`src/rtl/slv_pkg.sv`:
```
package slv_pkg;

  typedef enum logic [1:0] {
    VERDICT_OK  = 2'd0,
    VERDICT_ERR = 2'd1,
    VERDICT_BAD = 2'd2
  } verdict_e;

  typedef enum logic [1:0] {
    REASON_NONE      = 2'd0,
    REASON_OK        = 2'd1,
    REASON_REFUSED   = 2'd2,
    REASON_UNCERTAIN = 2'd3
  } reason_e;

  typedef struct packed {
    verdict_e    verdict;
    logic [63:0] revision;
    logic        durable_flag;
  } slv_result_t;

  // token positions on the line
  localparam logic [2:0] TOK_KIND     = 3'd0;
  localparam logic [2:0] TOK_REVISION = 3'd1;
  localparam logic [2:0] TOK_ACTIVE   = 3'd2;
  localparam logic [2:0] TOK_ROLLBACK = 3'd3;
  localparam logic [2:0] TOK_STAGED   = 3'd4;
  localparam logic [2:0] TOK_DURABLE  = 3'd5;
  localparam logic [2:0] TOK_REASON   = 3'd6;
  localparam logic [2:0] TOK_EXTRA    = 3'd7;

  localparam logic [7:0] CH_NL    = 8'h0A;
  localparam logic [7:0] CH_SPACE = 8'h20;
  localparam logic [7:0] CH_DASH  = 8'h2D;
  localparam logic [7:0] CH_ZERO  = 8'h30;
  localparam logic [7:0] CH_ONE   = 8'h31;
  localparam logic [7:0] CH_NINE  = 8'h39;
  localparam logic [7:0] CH_A     = 8'h61;
  localparam logic [7:0] CH_F     = 8'h66;
  localparam logic [7:0] CH_PRINT_LO = 8'h20;
  localparam logic [7:0] CH_PRINT_HI = 8'h7E;

  localparam logic [6:0] OFFSET_MAX = 7'd127;
  localparam logic [6:0] DIGEST_LEN = 7'd64;
  localparam logic [6:0] KIND_OK_LEN  = 7'd2;
  localparam logic [6:0] KIND_ERR_LEN = 7'd3;

  function automatic logic is_hex(input logic [7:0] c);
    return (c >= CH_ZERO && c <= CH_NINE) || (c >= CH_A && c <= CH_F);
  endfunction

  function automatic logic [6:0] prefix_len(input logic [2:0] idx);
    logic [6:0] len;
    case (idx)
      TOK_REVISION: len = 7'd9;
      TOK_ACTIVE:   len = 7'd7;
      TOK_ROLLBACK: len = 7'd9;
      TOK_STAGED:   len = 7'd7;
      TOK_DURABLE:  len = 7'd8;
      TOK_REASON:   len = 7'd7;
      default:      len = 7'd0;
    endcase
    return len;
  endfunction

  function automatic logic [7:0] prefix_char(input logic [2:0] idx, input logic [3:0] pos);
    logic [71:0] text;
    int          len;
    logic [7:0]  ch;
    case (idx)
      TOK_REVISION: begin text = "revision="; len = 9; end
      TOK_ACTIVE:   begin text = "active=";   len = 7; end
      TOK_ROLLBACK: begin text = "rollback="; len = 9; end
      TOK_STAGED:   begin text = "staged=";   len = 7; end
      TOK_DURABLE:  begin text = "durable=";  len = 8; end
      TOK_REASON:   begin text = "reason=";   len = 7; end
      default:      begin text = '0;          len = 0; end
    endcase
    if (int'(pos) < len) ch = text[8*(len-1-int'(pos)) +: 8];
    else ch = 8'h00;
    return ch;
  endfunction

  // k = 0 "OK", k = 1 "ERR"
  function automatic logic [7:0] kind_char(input logic k, input logic [1:0] pos);
    logic [23:0] text;
    int          len;
    logic [7:0]  ch;
    if (k) begin
      text = "ERR"; len = 3;
    end else begin
      text = {8'h00, "OK"}; len = 2;
    end
    if (int'(pos) < len) ch = text[8*(len-1-int'(pos)) +: 8];
    else ch = 8'h00;
    return ch;
  endfunction

  // k = 0 "ok", 1 "refused", 2 the uncertain-durability reason
  function automatic logic [6:0] reason_len(input logic [1:0] k);
    logic [6:0] len;
    case (k)
      2'd0:    len = 7'd2;
      2'd1:    len = 7'd7;
      2'd2:    len = 7'd20;
      default: len = 7'd0;
    endcase
    return len;
  endfunction

  function automatic logic [7:0] reason_char(input logic [1:0] k, input logic [4:0] pos);
    logic [159:0] text;
    int           len;
    logic [7:0]   ch;
    case (k)
      2'd0:    begin text = "ok";                       len = 2;  end
      2'd1:    begin text = "refused";                  len = 7;  end
      2'd2:    begin text = {"durability_", "uncertain"}; len = 20; end
      default: begin text = '0;                         len = 0;  end
    endcase
    if (int'(pos) < len) ch = text[8*(len-1-int'(pos)) +: 8];
    else ch = 8'h00;
    return ch;
  endfunction

endpackage

```
`src/rtl/slv_byte_if.sv`:
```
interface slv_byte_if;
  logic       valid;
  logic       ready;
  logic [7:0] byte_in;
  logic       is_last;

  modport source (output valid, output byte_in, output is_last, input ready);
  modport sink   (input valid, input byte_in, input is_last, output ready);
endinterface

```
`src/rtl/slv_result_if.sv`:
```
interface slv_result_if;
  logic        valid;
  logic        ready;
  logic [1:0]  verdict;
  logic [63:0] revision;
  logic        durable_flag;

  modport source (output valid, output verdict, output revision, output durable_flag,
                  input ready);
  modport sink   (input valid, input verdict, input revision, input durable_flag,
                  output ready);
endinterface

```
`src/rtl/slv_parser.sv`:
```
module slv_parser (
  input  logic                 clk_i,
  input  logic                 rst_ni,
  input  logic                 step_i,
  input  logic [7:0]           byte_i,
  input  logic                 last_i,
  output slv_pkg::slv_result_t res_o
);
  import slv_pkg::*;

  logic [2:0]  idx_q, idx_d;
  logic [6:0]  off_q, off_d;
  logic [63:0] acc_q, acc_d;
  logic        err_q, err_d;
  logic        dur_q, dur_d;
  logic [3:0]  flags_q, flags_d;
  reason_e     reason_q, reason_d;
  logic        bad_q, bad_d;
  logic        psp_q, psp_d;

  logic [6:0]  plen;
  logic [6:0]  v;
  logic [3:0]  digit;
  logic [67:0] prod;
  logic        is_digit;

  // byte inside a token
  logic        tc_bad;
  logic [3:0]  tc_flags;
  logic [63:0] tc_acc;
  logic        tc_dur;

  // token end
  logic        et_bad;
  logic        et_err;
  reason_e     et_reason;

  // line end
  logic        fin_bad;

  assign plen     = prefix_len(idx_q);
  assign v        = off_q - plen;
  assign digit    = byte_i[3:0];
  assign is_digit = (byte_i >= CH_ZERO) && (byte_i <= CH_NINE);
  // acc * 10 + digit, carry bits flag overflow past 64 bits
  assign prod     = {1'b0, acc_q, 3'b000} + {3'b000, acc_q, 1'b0} + {64'd0, digit};

  always_comb begin
    logic [3:0] f;
    tc_bad   = 1'b0;
    tc_flags = flags_q;
    tc_acc   = acc_q;
    tc_dur   = dur_q;
    f        = flags_q;
    case (idx_q)
      TOK_KIND: begin
        f = (off_q == 7'd0) ? 4'd3 : flags_q;
        if (!(off_q < KIND_OK_LEN && byte_i == kind_char(1'b0, off_q[1:0]))) f[0] = 1'b0;
        if (!(off_q < KIND_ERR_LEN && byte_i == kind_char(1'b1, off_q[1:0]))) f[1] = 1'b0;
        tc_flags = f;
        if (f == 4'd0) tc_bad = 1'b1;
      end
      TOK_EXTRA: tc_bad = 1'b1;
      default: begin
        if (off_q < plen) begin
          if (byte_i != prefix_char(idx_q, off_q[3:0])) tc_bad = 1'b1;
        end else begin
          case (idx_q)
            TOK_REVISION: begin
              if (!is_digit) tc_bad = 1'b1;
              else if ((v == 7'd0 && digit == 4'd0) || (prod[67:64] != 4'd0)) tc_bad = 1'b1;
              else tc_acc = prod[63:0];
            end
            TOK_DURABLE: begin
              if (v == 7'd0 && (byte_i == CH_ZERO || byte_i == CH_ONE)) begin
                tc_dur = (byte_i == CH_ONE);
              end else begin
                tc_bad = 1'b1;
              end
            end
            TOK_REASON: begin
              f = (v == 7'd0) ? 4'd7 : flags_q;
              if (!(v < reason_len(2'd0) && byte_i == reason_char(2'd0, v[4:0]))) f[0] = 1'b0;
              if (!(v < reason_len(2'd1) && byte_i == reason_char(2'd1, v[4:0]))) f[1] = 1'b0;
              if (!(v < reason_len(2'd2) && byte_i == reason_char(2'd2, v[4:0]))) f[2] = 1'b0;
              tc_flags = f;
              if (f == 4'd0) tc_bad = 1'b1;
            end
            default: begin
              // digest: a lone dash or 64 hex chars
              if (v == 7'd0) begin
                if (byte_i == CH_DASH) tc_flags = 4'd1;
                else if (is_hex(byte_i)) tc_flags = 4'd0;
                else tc_bad = 1'b1;
              end else if (flags_q[0] || v >= DIGEST_LEN || !is_hex(byte_i)) begin
                tc_bad = 1'b1;
              end
            end
          endcase
        end
      end
    endcase
  end

  always_comb begin
    et_bad    = 1'b0;
    et_err    = err_q;
    et_reason = reason_q;
    case (idx_q)
      TOK_KIND: begin
        if (flags_q[0] && off_q == KIND_OK_LEN) et_err = 1'b0;
        else if (flags_q[1] && off_q == KIND_ERR_LEN) et_err = 1'b1;
        else et_bad = 1'b1;
      end
      TOK_EXTRA: et_bad = 1'b1;
      default: begin
        if (off_q <= plen) begin
          et_bad = 1'b1;
        end else begin
          case (idx_q)
            TOK_REVISION: ;
            TOK_DURABLE: if (v != 7'd1) et_bad = 1'b1;
            TOK_REASON: begin
              et_reason = REASON_NONE;
              if (flags_q[0] && v == reason_len(2'd0)) et_reason = REASON_OK;
              if (flags_q[1] && v == reason_len(2'd1)) et_reason = REASON_REFUSED;
              if (flags_q[2] && v == reason_len(2'd2)) et_reason = REASON_UNCERTAIN;
              if (et_reason == REASON_NONE) et_bad = 1'b1;
            end
            default: begin
              if (!((flags_q[0] && v == 7'd1) || (!flags_q[0] && v == DIGEST_LEN))) begin
                et_bad = 1'b1;
              end
            end
          endcase
        end
      end
    endcase
  end

  always_comb begin
    fin_bad = bad_q;
    if (!bad_q) begin
      if (byte_i != CH_NL || psp_q || off_q == 7'd0) begin
        fin_bad = 1'b1;
      end else begin
        fin_bad = et_bad || (idx_q != TOK_REASON);
      end
    end
    if (!fin_bad) begin
      if (!et_err && et_reason != REASON_OK) fin_bad = 1'b1;
      if (et_err && et_reason != REASON_REFUSED && et_reason != REASON_UNCERTAIN) fin_bad = 1'b1;
      if (et_reason == REASON_UNCERTAIN && dur_q) fin_bad = 1'b1;
    end
  end

  always_comb begin
    if (fin_bad) begin
      res_o.verdict      = VERDICT_BAD;
      res_o.revision     = 64'd0;
      res_o.durable_flag = 1'b0;
    end else begin
      res_o.verdict      = et_err ? VERDICT_ERR : VERDICT_OK;
      res_o.revision     = acc_q;
      res_o.durable_flag = dur_q;
    end
  end

  always_comb begin
    idx_d    = idx_q;
    off_d    = off_q;
    acc_d    = acc_q;
    err_d    = err_q;
    dur_d    = dur_q;
    flags_d  = flags_q;
    reason_d = reason_q;
    bad_d    = bad_q;
    psp_d    = psp_q;
    if (step_i) begin
      if (last_i) begin
        idx_d    = TOK_KIND;
        off_d    = 7'd0;
        acc_d    = 64'd0;
        err_d    = 1'b0;
        dur_d    = 1'b0;
        flags_d  = 4'd0;
        reason_d = REASON_NONE;
        bad_d    = 1'b0;
        psp_d    = 1'b0;
      end else if (!bad_q) begin
        if (byte_i < CH_PRINT_LO || byte_i > CH_PRINT_HI) begin
          bad_d = 1'b1;
        end else if (byte_i == CH_SPACE) begin
          if (off_q == 7'd0 || idx_q >= TOK_REASON) begin
            bad_d = 1'b1;
          end else begin
            bad_d    = et_bad;
            err_d    = et_err;
            reason_d = et_reason;
            idx_d    = idx_q + 3'd1;
            off_d    = 7'd0;
            flags_d  = 4'd0;
            psp_d    = 1'b1;
          end
        end else begin
          psp_d   = 1'b0;
          bad_d   = tc_bad;
          flags_d = tc_flags;
          acc_d   = tc_acc;
          dur_d   = tc_dur;
          if (off_q != OFFSET_MAX) off_d = off_q + 7'd1;
        end
      end
    end
  end

  always_ff @(posedge clk_i or negedge rst_ni) begin
    if (!rst_ni) begin
      idx_q    <= TOK_KIND;
      off_q    <= 7'd0;
      acc_q    <= 64'd0;
      err_q    <= 1'b0;
      dur_q    <= 1'b0;
      flags_q  <= 4'd0;
      reason_q <= REASON_NONE;
      bad_q    <= 1'b0;
      psp_q    <= 1'b0;
    end else begin
      idx_q    <= idx_d;
      off_q    <= off_d;
      acc_q    <= acc_d;
      err_q    <= err_d;
      dur_q    <= dur_d;
      flags_q  <= flags_d;
      reason_q <= reason_d;
      bad_q    <= bad_d;
      psp_q    <= psp_d;
    end
  end

endmodule

```
`src/rtl/status_line_validator_core.sv`:
```
// Result path: the last-byte beat is taken into the input register, and the parser loads its
//   verdict into the result register once that register is free; result_o shows that register.
// Throughput: one byte per cycle; the input side stalls only while a finished verdict
//   is held in the result register and the next last byte is waiting behind it.
// Reset: rst_ni clears the line state, the input valid and the result valid.
module status_line_validator_core (
  input  logic         clk_i,
  input  logic         rst_ni,
  slv_byte_if.sink     byte_i,
  slv_result_if.source result_o
);
  import slv_pkg::*;

  logic        in_vld_q;
  logic [7:0]  in_byte_q;
  logic        in_last_q;
  logic        out_vld_q;
  slv_result_t out_q;
  slv_result_t res;
  logic        out_free;
  logic        step;

  assign out_free     = !out_vld_q || result_o.ready;
  assign step         = in_vld_q && (!in_last_q || out_free);
  assign byte_i.ready = !in_vld_q || step;

  always_ff @(posedge clk_i or negedge rst_ni) begin
    if (!rst_ni) begin
      in_vld_q <= 1'b0;
    end else if (byte_i.ready) begin
      in_vld_q <= byte_i.valid;
    end
  end

  always_ff @(posedge clk_i) begin
    if (byte_i.valid && byte_i.ready) begin
      in_byte_q <= byte_i.byte_in;
      in_last_q <= byte_i.is_last;
    end
  end

  slv_parser u_parser (
    .clk_i  (clk_i),
    .rst_ni (rst_ni),
    .step_i (step),
    .byte_i (in_byte_q),
    .last_i (in_last_q),
    .res_o  (res)
  );

  always_ff @(posedge clk_i or negedge rst_ni) begin
    if (!rst_ni) begin
      out_vld_q <= 1'b0;
    end else if (step && in_last_q) begin
      out_vld_q <= 1'b1;
    end else if (result_o.ready) begin
      out_vld_q <= 1'b0;
    end
  end

  always_ff @(posedge clk_i) begin
    if (step && in_last_q) out_q <= res;
  end

  assign result_o.valid        = out_vld_q;
  assign result_o.verdict      = out_q.verdict;
  assign result_o.revision     = out_q.revision;
  assign result_o.durable_flag = out_q.durable_flag;

  // a new verdict never overwrites one that has not been taken
  assert property (@(posedge clk_i) disable iff (!rst_ni)
    (step && in_last_q && out_vld_q) |-> result_o.ready)
    else $error("verdict overwritten before it was taken");

  // a held input beat keeps its byte until the parser consumes it
  assert property (@(posedge clk_i) disable iff (!rst_ni)
    (in_vld_q && !step) |=> (in_vld_q && $stable(in_byte_q) && $stable(in_last_q)))
    else $error("stalled input beat lost");

  // malformed verdict carries zero fields
  assert property (@(posedge clk_i) disable iff (!rst_ni)
    (out_vld_q && out_q.verdict == VERDICT_BAD) |->
      (out_q.revision == 64'd0 && !out_q.durable_flag))
    else $error("malformed verdict with nonzero fields");

  // a result only follows a consumed last byte
  assert property (@(posedge clk_i) disable iff (!rst_ni)
    $rose(out_vld_q) |-> $past(step && in_last_q))
    else $error("result without a last byte");

endmodule

```
`src/flat_wrapper.sv`:
```
// flat-port wrapper written by rule: the top's interface ports become plain ports
module status_line_validator_core_flat import slv_pkg::*;
  (clk_i, rst_ni, byte_i_valid, byte_i_byte_in, byte_i_is_last, byte_i_ready, result_o_valid, result_o_verdict, result_o_revision, result_o_durable_flag, result_o_ready);
  slv_byte_if byte_i_i ();
  slv_result_if result_o_i ();
  input  logic clk_i;
  input  logic rst_ni;
  input wire logic [$bits(byte_i_i.valid)-1:0] byte_i_valid;
  input wire logic [$bits(byte_i_i.byte_in)-1:0] byte_i_byte_in;
  input wire logic [$bits(byte_i_i.is_last)-1:0] byte_i_is_last;
  output wire logic [$bits(byte_i_i.ready)-1:0] byte_i_ready;
  output wire logic [$bits(result_o_i.valid)-1:0] result_o_valid;
  output wire logic [$bits(result_o_i.verdict)-1:0] result_o_verdict;
  output wire logic [$bits(result_o_i.revision)-1:0] result_o_revision;
  output wire logic [$bits(result_o_i.durable_flag)-1:0] result_o_durable_flag;
  input wire logic [$bits(result_o_i.ready)-1:0] result_o_ready;
  assign byte_i_i.valid = byte_i_valid;
  assign byte_i_i.byte_in = byte_i_byte_in;
  assign byte_i_i.is_last = byte_i_is_last;
  assign byte_i_ready = byte_i_i.ready;
  assign result_o_valid = result_o_i.valid;
  assign result_o_verdict = result_o_i.verdict;
  assign result_o_revision = result_o_i.revision;
  assign result_o_durable_flag = result_o_i.durable_flag;
  assign result_o_i.ready = result_o_ready;
  status_line_validator_core u_core (.clk_i(clk_i), .rst_ni(rst_ni), .byte_i(byte_i_i), .result_o(result_o_i));
endmodule
```
`config.mk`:
```
export PLATFORM = sky130hd
export DESIGN_NAME = status_line_validator_core_flat
export DESIGN_NICKNAME = d
export VERILOG_FILES = /design/src/rtl/slv_pkg.sv /design/src/rtl/slv_byte_if.sv /design/src/rtl/slv_result_if.sv /design/src/rtl/slv_parser.sv /design/src/rtl/status_line_validator_core.sv /design/src/flat_wrapper.sv
export SDC_FILE = /design/constraint.sdc
export NUM_CORES = 1
export LEC_CHECK = 0
export BUFFER_PORTS_ARGS = -buffer_cell sky130_fd_sc_hd__buf_2
export CORE_MARGIN = 5
export CORE_UTILIZATION = 57
export DETAILED_ROUTE_END_ITERATION = 16
export HOLD_SLACK_MARGIN = 0.03
export PLACE_DENSITY = 0.74
export SLEW_MARGIN = 0
export SYNTH_ARGS = -nofsm -noshare
export SYNTH_HDL_FRONTEND = slang
export SYNTH_SLANG_ARGS = --single-unit
```
`constraint.sdc`:
```
create_clock -name clk_i -period 5.3 [get_ports clk_i]
set_clock_uncertainty 0.15 [all_clocks]
set_input_delay 1.325 -clock clk_i [delete_from_list [all_inputs] [get_ports clk_i]]
set_output_delay 1.325 -clock clk_i [all_outputs]
set_load 0.01 [all_outputs]
```
==> results of run 1 <==
-- sequential cells by signal, indices dropped and copies added, names as in the netlist --
| name | cells |
|---|---|
| u_core.u_parser.dur_q | 1 |
| u_core.u_parser.reason_q | 2 |
| u_core.u_parser.flags_q | 4 |
| u_core.u_parser.bad_q | 1 |
| u_core.u_parser.off_q | 7 |
| u_core.result_o.revision | 64 |
| u_core.u_parser.idx_q | 3 |
| u_core.u_parser.acc_q | 64 |
| u_core.in_byte_q | 8 |
| u_core.result_o.valid | 1 |
| u_core.u_parser.err_q | 1 |
| u_core.in_last_q | 1 |
| u_core.in_vld_q | 1 |
| u_core.result_o.verdict | 2 |
| u_core.u_parser.psp_q | 1 |
| u_core.result_o.durable_flag | 1 |
-- layer usage --
metal | share of wire, % | vias up | track usage (%)
met5 | 0 | - | 0
met4 | 1.9 | 0 | 6.37
met3 | 5.9 | 62 | 4.17
met2 | 47 | 502 | 45.9
met1 | 45 | 6242 | 39.0
li1 | - | 6239 | -
-- Yosys cell counts (8+ instances only) --
master     instances  area (µm²)
inv_1             47         176
or3_1              8        50.1
o31ai_1            9        67.6
o211ai_1          16         120
mux2i_1           69         691
o21ai_0           92         460
xor2_1            35         307
and2_1            80         500
nand3_1           35         175
ha_1             156        1950
edfxtp_1          76        2280
o2111ai_1          8        70.1
nand4_1           28         175
nand2_1          199         747
buf_2             20         100
xnor2_1           50         438
nor2_1            88         330
and3_1             8        50.1
o21ai_1           62         310
o22ai_1           12        75.1
clkbuf_1          51         191
nand2b_1          13        81.3
dfrtp_1           86        2150
or2_2              8        50.1
a21o_1            29         218
a221oi_1           9        78.8
nor3_1            46         230
a31oi_1           13        81.3
a21oi_1          109         546
nor2b_1            9        56.3
nor4_1            12        75.1
a211oi_1          19         143
o21bai_1          10        75.1
-- cells by family (layout without fill, tap and decap cells) --
| family | Yosys count | count (layout) | share of synthesized area (%) |
|---|---|---|---|
| AOI/OAI and AO/OA | 480 | 480 | 21.3 |
| buffers and inverters | 141 | 201 | 4.86 |
| adders and majority gates | 161 | 161 | 14.1 |
| xor gates and xnor gates | 86 | 86 | 5.24 |
| and+or+nand+nor | 561 | 561 | 18.9 |
| DFF | 162 | 162 | 30.5 |
| muxes | 73 | 73 | 5.07 |
-- power breakdown --
group	switching, mW	total (mW)	internal, mW
registers	0.0365	1.38	1.34
clock network	0.568	1.33	0.757
logic	0.636	1.02	0.384
total	1.24	3.73	2.49
-- through the flow --
stage / total power, mW / TNS [ns]
2_1_floorplan: 2.07 / 0
3_3_place_gp: 2.36 / 0
3_5_place_dp: 2.37 / 0
4_1_cts: 3.68 / 0
5_1_grt: 3.89 / -2.88
6_report: 3.73 / 0
-- area by class of cell --
class	count	area (µm²)	share of cell area [%]
clock buffer	20	447	2.82
clock inverter	11	154	0.970
inverter	48	180	1.14
multi-input combinational	1361	9460	59.6
sequential	162	4430	27.9
tap	330	413	2.60
timing repair buffer	122	778	4.91
-- worst register-to-register path: stages, from the launching register on --
cell,delay (ns)
dfrtp_1,0.47
ha_1,0.27
ha_1,0.23
a21oi_2,0.21
o21ai_0,0.20
ha_1,0.28
fa_1,0.42
nor2b_1,0.23
o31a_1,0.28
buf_4,0.17
xnor2_4,0.17
nor3_2,0.08
buf_4,0.17
o211a_1,0.25
a22oi_1,0.18
o41ai_1,0.15
nor4_4,0.32
buf_12,0.32
mux2i_1,0.30
o21ai_1,0.08
-- path summary, 6_finish.rpt --
check                                                       startpoint                                endpoint  slack [ns]
max in group asynchronous                                       rst_ni       u_core.u_parser.err_q$_DFFE_PN0P_        3.18
worst min-delay path            u_core.u_parser.flags_q[3]$_DFFE_PN0P_  u_core.u_parser.flags_q[3]$_DFFE_PN0P_        0.38
worst max-delay path              u_core.u_parser.idx_q[1]$_DFFE_PN0P_    u_core.u_parser.acc_q[1]$_DFFE_PN0P_        0.20
worst max register to register    u_core.u_parser.idx_q[1]$_DFFE_PN0P_    u_core.u_parser.acc_q[1]$_DFFE_PN0P_        0.20
worst min register to register  u_core.u_parser.flags_q[3]$_DFFE_PN0P_  u_core.u_parser.flags_q[3]$_DFFE_PN0P_        0.38
min in group asynchronous                                       rst_ni    u_core.u_parser.off_q[4]$_DFFE_PN0P_        0.80
-- what timing repair did --
item                                   in CTS  in global routing
setup buffers                               0                  3
gates resized for setup                     0                 10
endpoints found under the hold margin       0                  0
setup endpoints to repair                   0                134
hold buffers                                0                  0
==> impl_results.md, run 1 <==
* CP endpoint kind: flip-flop
* Fin crit period at 5.10 ns
* Fin. Hold Viols at 0
* Initial core utilization at 57.8%
* Fin crit share at 96.2%
* RSZ-0062 raised after global routing: yes
* Reg clk slew, reported paths at 0.08 ns
* Core ar. at 25100 µm²
* Std-Cell Rows at 58
* CTS buffer count at 17
* Total track usage at around 28%
* Worst Hold Slack at 0.383 ns
* Max-slew violation count at 0
* First-pass GRT wire length at 66000 µm
* Slew HR at approximately 44%
* Leak pwr at 7.11 nW
* Post-Syn Instances at around 1700
* Layout area overhead at 9.29%
* Synth async-reset ratio at 53.1%
* Post-route cell area at approximately 16000 µm²
* IO Pins at between 80 and 90
* # setup viols final at 0
* EDFF count, synth at 76
* # diodes at 0
* Nets at 1885
* DR DRC count at 0
* Post-synthesis sequential area ratio at 30.5%
* WP data arrival at 5.22 ns
* Commonest non-fill, non-tap cell in the layout: nand2_1
* Routed vias at roughly 13000
* Share of cells above drive strength 1 at 10.9%
* Initial antenna violation count at 0
* WHS Path Cells at 1
* Leading cell types in the layout, fill and taps excluded: nand2_1, ha_1, a21oi_1
* VDD IR max at 0.224 mV
* Vias in the first global route at 12600
* Critical path type: flip-flop to flip-flop
* DRT antenna net count at 0
* Crit-path most repeated cell: ha_1
* Vias/cell at around 6.4
* Final wirelength at 40800 µm
* Max-cap violation count at 0
* PwrDens at 235 nW/µm²
* Crit path cell chain: ha_1, ha_1, a21oi_2, o21ai_0, ha_1, fa_1, nor2b_1, o31a_1, buf_4, xnor2_4, nor3_2, buf_4, o211a_1, a22oi_1, o41ai_1, nor4_4, buf_12, mux2i_1, o21ai_1
* Pre-CTS setup slack at 0.110 ns
* CTS Buffer Depth at 2
* Final RePlAce weighted congestion at 0.999
* Die Footprint at 28800 µm²
* Main synth FF type: dfrtp_1
* Die height at 170 µm
* DR WL/cell at about 20 µm
* Cell depth of the worst flop-to-flop path at 19
* Slew of the pin with the lowest slew margin at around 0.83 ns
* Flops & latches, synth at 162
* # H-tree levels at 4
* Max Clk Rate at 196 MHz
* Cell family with most CP delay: compound AO/OA/AOI/OAI gates
* Placed Cells at approximately 2000
* Largest net degree at the start of global routing at between 60 and 70
* Placed Area at approximately 15000 µm²
* Pre-antenna DRT Iters at 5
* Setup ws final at 0.202 ns
* Grt ovf at 0
* CP Launch Type: flip-flop
* Clk Latency, worst-skew pair at 0.44 ns
* Syn Nets at about 1800
* DRT iter0 DRCs at 1161
* Buf+Inv Stages, Crit Path at 3
* Status: complete, no violations
* Worst path max stage delay at 0.47 ns
* Avg Synthesized Cell Area at 8.72 µm²
* WP depth at 19
* Post-layout util at between 60% and 70%
* Slowest CP cell: dfrtp_1
* Fillcell total at roughly 2200
* Port Buffers at 81
* Type of the worst min-delay path: flip-flop to flip-flop
* CTS tree: done
* Post-Syn Area at 14500 µm²
* Distinct cell type count after synthesis at 91
* Clock sinks at 162
* Yosys warnings at 0
* Final Non-Filler Cells at 2054
* Final HPWL DP at 30500 µm
* Worst Path Required at 5.42 ns
* Root buffer cell: clkbuf_16
* Width of the die at around 170 µm
* Crit-path max FO at 39
(Power assumes the default switching activity.)
==> inputs of run 2 (changes only) <==
clock period = 4.2 ns   (was 5.3 ns; I/O delays follow)
==> impl_results.md, run 2 (same netlist as run 1, synthesis figures left out) <==
* Status: complete, but fails checks (was complete, no violations)
* Failing checks: setup timing
* Clock sinks at 162 (unchanged)
* WHS Path Cells at 2 (was 1)
* VDD IR max at 0.485 mV (was 0.224 mV)
* Width of the die at 170 µm (unchanged)
* Fin crit share at 110% (was 96.2%)
* Setup TNS at -36.86 ns (was 0 ns)
* Final HPWL DP at 33900 µm (was 30500 µm)
* # H-tree levels at 4 (unchanged)
* CP endpoint kind: flip-flop (unchanged)
* DR DRC count at 0 (unchanged)
* Slew HR at 44.2% (was 44.3%)
* Initial antenna violation count at 0 (unchanged)
* Root buffer cell: clkbuf_16 (unchanged)
* DRT antenna net count at 0 (unchanged)
* Leak pwr at 8.65 nW (was 7.11 nW)
* PwrDens at 290 nW/µm² (was 235 nW/µm²)
* Fin. Hold Viols at 0 (unchanged)
* CTS tree: done (unchanged)
* Fin crit period at 4.61 ns (was 5.10 ns)
* Crit-path max FO at 6 (was 39)
* Cell depth of the worst flop-to-flop path at 22 (was 19)
* Internal at 3.54 mW (was 2.49 mW)
* Critical path type: flip-flop to flip-flop (unchanged)
* Slew of the pin with the lowest slew margin at 0.837 ns (was 0.834 ns)
* Die height at 170 µm (unchanged)
* Reg clk slew, reported paths at 0.07 ns (was 0.08 ns)
* Port Buffers at 81 (unchanged)
* Leading cell types in the layout, fill and taps excluded: buf_4, nand2_1, ha_1 (was nand2_1, ha_1, a21oi_1)
* RSZ-0062 raised after global routing: yes (unchanged)
* Final wirelength at 46300 µm (was 40800 µm)
* Core ar. at 25100 µm² (unchanged)
* DR WL/cell at 20.1 µm (was 19.9 µm)
* Clock share of power at 32.0% (was 35.6%)
* Type of the worst min-delay path: flip-flop to flip-flop (unchanged)
* Routed vias at 14400 (was 13000)
* DRT iter0 DRCs at 1409 (was 1161)
* Switching share of power at 34.4% (was 33.3%)
* IO Pins at 82 (unchanged)
* Clk Latency, worst-skew pair at 0.44 ns (about the same)
* Reg2reg setup slack at -0.41 ns (was 0.20 ns)
* Max Clk Rate at 217 MHz (was 196 MHz)
* # setup viols final at 136 (was 0)
* # hold bufs at CTS at 0 (unchanged)
* Setup ws final at -0.406 ns (was 0.202 ns)
* # diodes at 0 (unchanged)
* Pre-antenna DRT Iters at 6 (was 5)
* CTS Buffer Depth at 2 (unchanged)
* Largest net degree at the start of global routing at 68 (unchanged)
* Vias/cell at 6.25 (was 6.35)
* Final RePlAce weighted congestion at 0.960 (was 0.999)
* Commonest non-fill, non-tap cell in the layout: buf_4 (was nand2_1)
* Total track usage at 31.6% (was 27.9%)
* Max-slew violation count at 0 (unchanged)
* Std-Cell Rows at 58 (unchanged)
* NetSw at 1.85 mW (was 1.24 mW)
* Nets at 2130 (was 1885)
* Grt ovf at 0 (unchanged)
* Power share of the sequential group at 32.2% (was 37.1%)
* Max-cap violation count at 0 (unchanged)
* Die Footprint at 28800 µm² (unchanged)
* Combinational share of power at 35.8% (was 27.4%)
* Share of cells above drive strength 1 at 26.0% (was 10.9%)
* CP Launch Type: flip-flop (unchanged)
* Worst Path Required at 4.34 ns (was 5.42 ns)
* Post-layout util at 74.1% (was 63.2%)
* Initial core utilization at 57.8% (unchanged)
* Layout area overhead at 28.1% (was 9.29%)
* Vias in the first global route at 14300 (was 12600)
* First-pass GRT wire length at 74000 µm (was 66000 µm)
* CTS buffer count at 17 (unchanged)
* WP data arrival at 4.75 ns (was 5.22 ns)
## run 2: per-layer routing
layer / share of wire, % / vias up / global-route usage [%]
li1: - / 6730 / -
met3: 6.0 / 130 / 4.45
met2: 48 / 575 / 53.3
met1: 42 / 6936 / 41.1
met4: 3.4 / 0 / 12.2
met5: 0 / - / 0
## run 2: area by class of cell
type / instances / area, µm²
clock buffer: 18 / 429
clock inverter: 14 / 190
fill: 1855 / 6510
inverter: 48 / 194
multi-input combinational: 1361 / 10000
sequential: 162 / 4440
tap: 330 / 413
timing repair buffer: 367 / 2930
## run 2: what timing repair did
item / 4_1_cts / 5_1_grt
endpoints found under the hold margin: 0 / 0
pin swaps: 31 / 21
setup buffers: 25 / 13
resized for setup: 64 / 39
gates cloned: 5 / 1
endpoints found under the setup margin: 136 / 137
## run 2: final timing paths
path,startpoint,end
hold reg to reg,u_core.u_parser.psp_q$_DFFE_PN0P_,u_core.u_parser.psp_q$_DFFE_PN0P_
hold / removal,u_core.u_parser.psp_q$_DFFE_PN0P_,u_core.u_parser.psp_q$_DFFE_PN0P_
setup reg to reg,u_core.u_parser.idx_q[1]$_DFFE_PN0P_,u_core.u_parser.acc_q[45]$_DFFE_PN0P_
max in group asynchronous,rst_ni,u_core.u_parser.acc_q[23]$_DFFE_PN0P_
setup / recovery,u_core.u_parser.idx_q[1]$_DFFE_PN0P_,u_core.u_parser.acc_q[45]$_DFFE_PN0P_
min in group asynchronous,rst_ni,u_core.u_parser.off_q[0]$_DFFE_PN0P_
## run 2: power by group through the flow
stage | clock network [mW] | registers (mW) | logic, mW
finish | 1.72 | 1.73 | 1.93
global route | 1.80 | 1.74 | 2.05
CTS | 1.72 | 1.73 | 1.78
detailed placement | 0 | 1.76 | 1.61
global placement | 0 | 1.76 | 1.59
floorplan | 0 | 1.76 | 0.976
## run 2: metrics by stage
| step | area (µm²) | power (mW) | hold slack (ns) | setup WS [ns] | instances |
|---|---|---|---|---|---|
| finish | 18600 | 5.39 | 0.413 | -0.406 | 2300 |
| global route | 18600 | 5.59 | 0.422 | -0.542 | 2300 |
| CTS | 18300 | 5.23 | 0.404 | -0.185 | 2287 |
| detailed placement | 17000 | 3.37 | 0.392 | -0.333 | 2225 |
| global placement | 17000 | 3.35 | 0.373 | -0.243 | 2225 |
| floorplan | 14800 | 2.74 | 0.301 | -0.178 | 1664 |
## run 2: worst max-delay path, cell delays in order (launching register included)
cell	delay [ns]
dfrtp_2	0.45
inv_1	0.14
ha_2	0.23
a21oi_4	0.08
a21o_4	0.25
buf_4	0.14
ha_1	0.19
or2_1	0.29
o221a_4	0.25
buf_6	0.13
o21ai_2	0.17
a211oi_2	0.11
buf_4	0.15
o211a_1	0.25
buf_6	0.15
a22oi_2	0.19
o41ai_4	0.13
nor4_4	0.22
buf_6	0.22
buf_12	0.12
buf_16	0.12
mux2i_1	0.23
o21ai_1	0.08
==> inputs of run 3 (changes only) <==
CORE_UTILIZATION = 60   (was 57)
PLACE_DENSITY = 0.75   (was 0.74)
clock period = 5.7 ns   (was 4.2 ns; I/O delays follow)
==> impl_results.md, run 3 (same netlist as run 1, synthesis figures left out) <==
* Vias in the first global route at 12400 (was 14300)
* Total track usage at 28.8% (was 31.6%)
* DRT antenna net count at 0 (unchanged)
* Max-cap violation count at 0 (unchanged)
* CP Launch Type: flip-flop (unchanged)
* Port Buffers at 81 (unchanged)
* Slew HR at 30.2% (was 44.2%)
* Reg clk slew, reported paths at 0.08 ns (was 0.07 ns)
* Final wirelength at 39200 µm (was 46300 µm)
* CTS buffer count at 17 (unchanged)
* Std-Cell Rows at 57 (was 58)
* DRT iter0 DRCs at 1247 (was 1409)
* Type of the worst min-delay path: flip-flop to flip-flop (unchanged)
* Final HPWL DP at 29100 µm (was 33900 µm)
* Clk Latency, worst-skew pair at 0.45 ns (was 0.44 ns)
* Setup TNS at 0 ns (was -36.86 ns)
* Share of cells above drive strength 1 at 10.3% (was 26.0%)
* Final RePlAce weighted congestion at 0.996 (was 0.960)
* Root buffer cell: clkbuf_16 (unchanged)
* Pre-antenna DRT Iters at 6 (unchanged)
* Max-slew violation count at 0 (unchanged)
* Worst Path Required at 5.87 ns (was 4.34 ns)
* Post-layout util at 65.3% (was 74.1%)
* First-pass GRT wire length at 63800 µm (was 74000 µm)
* WP data arrival at 5.51 ns (was 4.75 ns)
* # setup viols final at 0 (was 136)
* Vias/cell at 6.34 (was 6.25)
* Combinational share of power at 26.7% (was 35.8%)
* Initial antenna violation count at 1 (was 0)
* Status: complete, no violations (was complete, but fails checks)
* # H-tree levels at 4 (unchanged)
* Max Clk Rate at 187 MHz (was 217 MHz)
* DR DRC count at 0 (unchanged)
* NetSw at 1.22 mW (was 1.85 mW)
* Critical path type: flip-flop to flip-flop (unchanged)
* Internal at 2.22 mW (was 3.54 mW)
* Core ar. at 24100 µm² (was 25100 µm²)
* Power share of the sequential group at 37.3% (was 32.2%)
* Post-CTS Setup Inserts at 0 (was 25)
* Die height at 166 µm (was 170 µm)
* RSZ-0062 raised after global routing: no (was yes)
* Fin crit period at 5.33 ns (was 4.61 ns)
* Nets at 1877 (was 2130)
* Largest net degree at the start of global routing at 68 (unchanged)
* Initial core utilization at 60.2% (was 57.8%)
* Fillcell total at 2065 (was 1855)
* CTS tree: done (unchanged)
* Fin crit share at 93.6% (was 110%)
* Clock share of power at 36.1% (was 32.0%)
* CP endpoint kind: flip-flop (unchanged)
* Crit-path max FO at 67 (was 6)
* Clock sinks at 162 (unchanged)
* Worst Hold Slack at 0.394 ns (was 0.413 ns)
* Commonest non-fill, non-tap cell in the layout: nand2_1 (was buf_4)
* Slew of the pin with the lowest slew margin at 1.04 ns (was 0.837 ns)
* Routed vias at 12900 (was 14400)
* Fin. Hold Viols at 0 (unchanged)
* DR WL/cell at 19.2 µm (was 20.1 µm)
* IO Pins at 82 (unchanged)
* Layout area overhead at 8.48% (was 28.1%)
* Die Footprint at 27400 µm² (was 28800 µm²)
* Leading cell types in the layout, fill and taps excluded: nand2_1, ha_1, a21oi_1 (was buf_4, nand2_1, ha_1)
* Leak pwr at 7.09 nW (was 8.65 nW)
* CTS Buffer Depth at 2 (unchanged)
* VDD IR max at 0.178 mV (was 0.485 mV)
* Width of the die at 166 µm (was 170 µm)
* PwrDens at 218 nW/µm² (was 290 nW/µm²)
* Grt ovf at 0 (unchanged)
* Switching share of power at 35.4% (was 34.4%)
==> run 3: repair_timing <==
item | in CTS | in global routing
hold buffers | 0 | 0
gates resized for setup | 0 | 3
endpoints found under the setup margin | 0 | 43
==> run 3: power by group through the flow <==
stage                     registers, mW  logic (mW)  clock network [mW]
after detailed placement           1.30       0.893                   0
after global routing               1.28        1.00                1.30
final                              1.28       0.918                1.24
after CTS                          1.28       0.898                1.25
after global placement             1.30       0.891                   0
after floorplan                    1.30       0.624                   0
==> run 3: critical path, cell delays in order (launching register included) <==
cell and delay [ns]:
dfrtp_1 0.47, ha_1 0.28, ha_1 0.30, a21oi_2 0.23
a21o_1 0.20, inv_1 0.14, ha_1 0.45, nor2b_1 0.22
o31a_1 0.35, xnor2_1 0.58, nor3_1 0.19, a41oi_1 0.28
o22ai_1 0.20, a211o_1 0.38, a211oi_4 0.29, buf_12 0.26
and2_1 0.19
==> run 3: cell type report <==
| cell class | instances | area, µm² | area share [%] |
|---|---|---|---|
| antenna | 1 | 2.50 | 0.0159 |
| clock buffer | 17 | 425 | 2.70 |
| clock inverter | 15 | 213 | 1.35 |
| inverter | 48 | 180 | 1.14 |
| multi-input combinational | 1361 | 9410 | 59.7 |
| sequential | 162 | 4430 | 28.2 |
| tap | 324 | 405 | 2.57 |
| timing repair buffer | 114 | 681 | 4.32 |
==> run 3: routing by layer <==
layer / global-route usage (%) / routed length, µm
met1: 39.8 / 17600
met2: 45.9 / 17700
met3: 4.29 / 2520
met4: 10.9 / 1310
met5: 0 / 0
==> run 3: path summary, 6_finish.rpt <==
check,endpoint,slack (ns),cells past startpoint,start
worst max register to register,u_core.result_o.revision[15]$_SDFFCE_PP0P_,0.37,16,u_core.u_parser.idx_q[1]$_DFFE_PN0P_
min in group asynchronous,u_core.u_parser.acc_q[38]$_DFFE_PN0P_,0.87,1,rst_ni
max in group asynchronous,u_core.u_parser.flags_q[2]$_DFFE_PN0P_,3.54,2,rst_ni
worst max-delay path,u_core.result_o.revision[15]$_SDFFCE_PP0P_,0.37,16,u_core.u_parser.idx_q[1]$_DFFE_PN0P_
worst min register to register,u_core.u_parser.psp_q$_DFFE_PN0P_,0.39,2,u_core.u_parser.psp_q$_DFFE_PN0P_
worst min-delay path,u_core.u_parser.psp_q$_DFFE_PN0P_,0.39,2,u_core.u_parser.psp_q$_DFFE_PN0P_
==> run 3: stage by stage <==
stage | instance area, µm² | instances | setup WS [ns] | total power [mW]
3_3_place_gp | 15100 | 2009 | 0.479 | 2.20
3_5_place_dp | 15100 | 2009 | 0.349 | 2.20
2_1_floorplan | 14500 | 1664 | 0.267 | 1.92
6_report | 15700 | 2042 | 0.366 | 3.44
4_1_cts | 15700 | 2041 | 0.344 | 3.42
5_1_grt | 15700 | 2042 | 0.0558 | 3.59
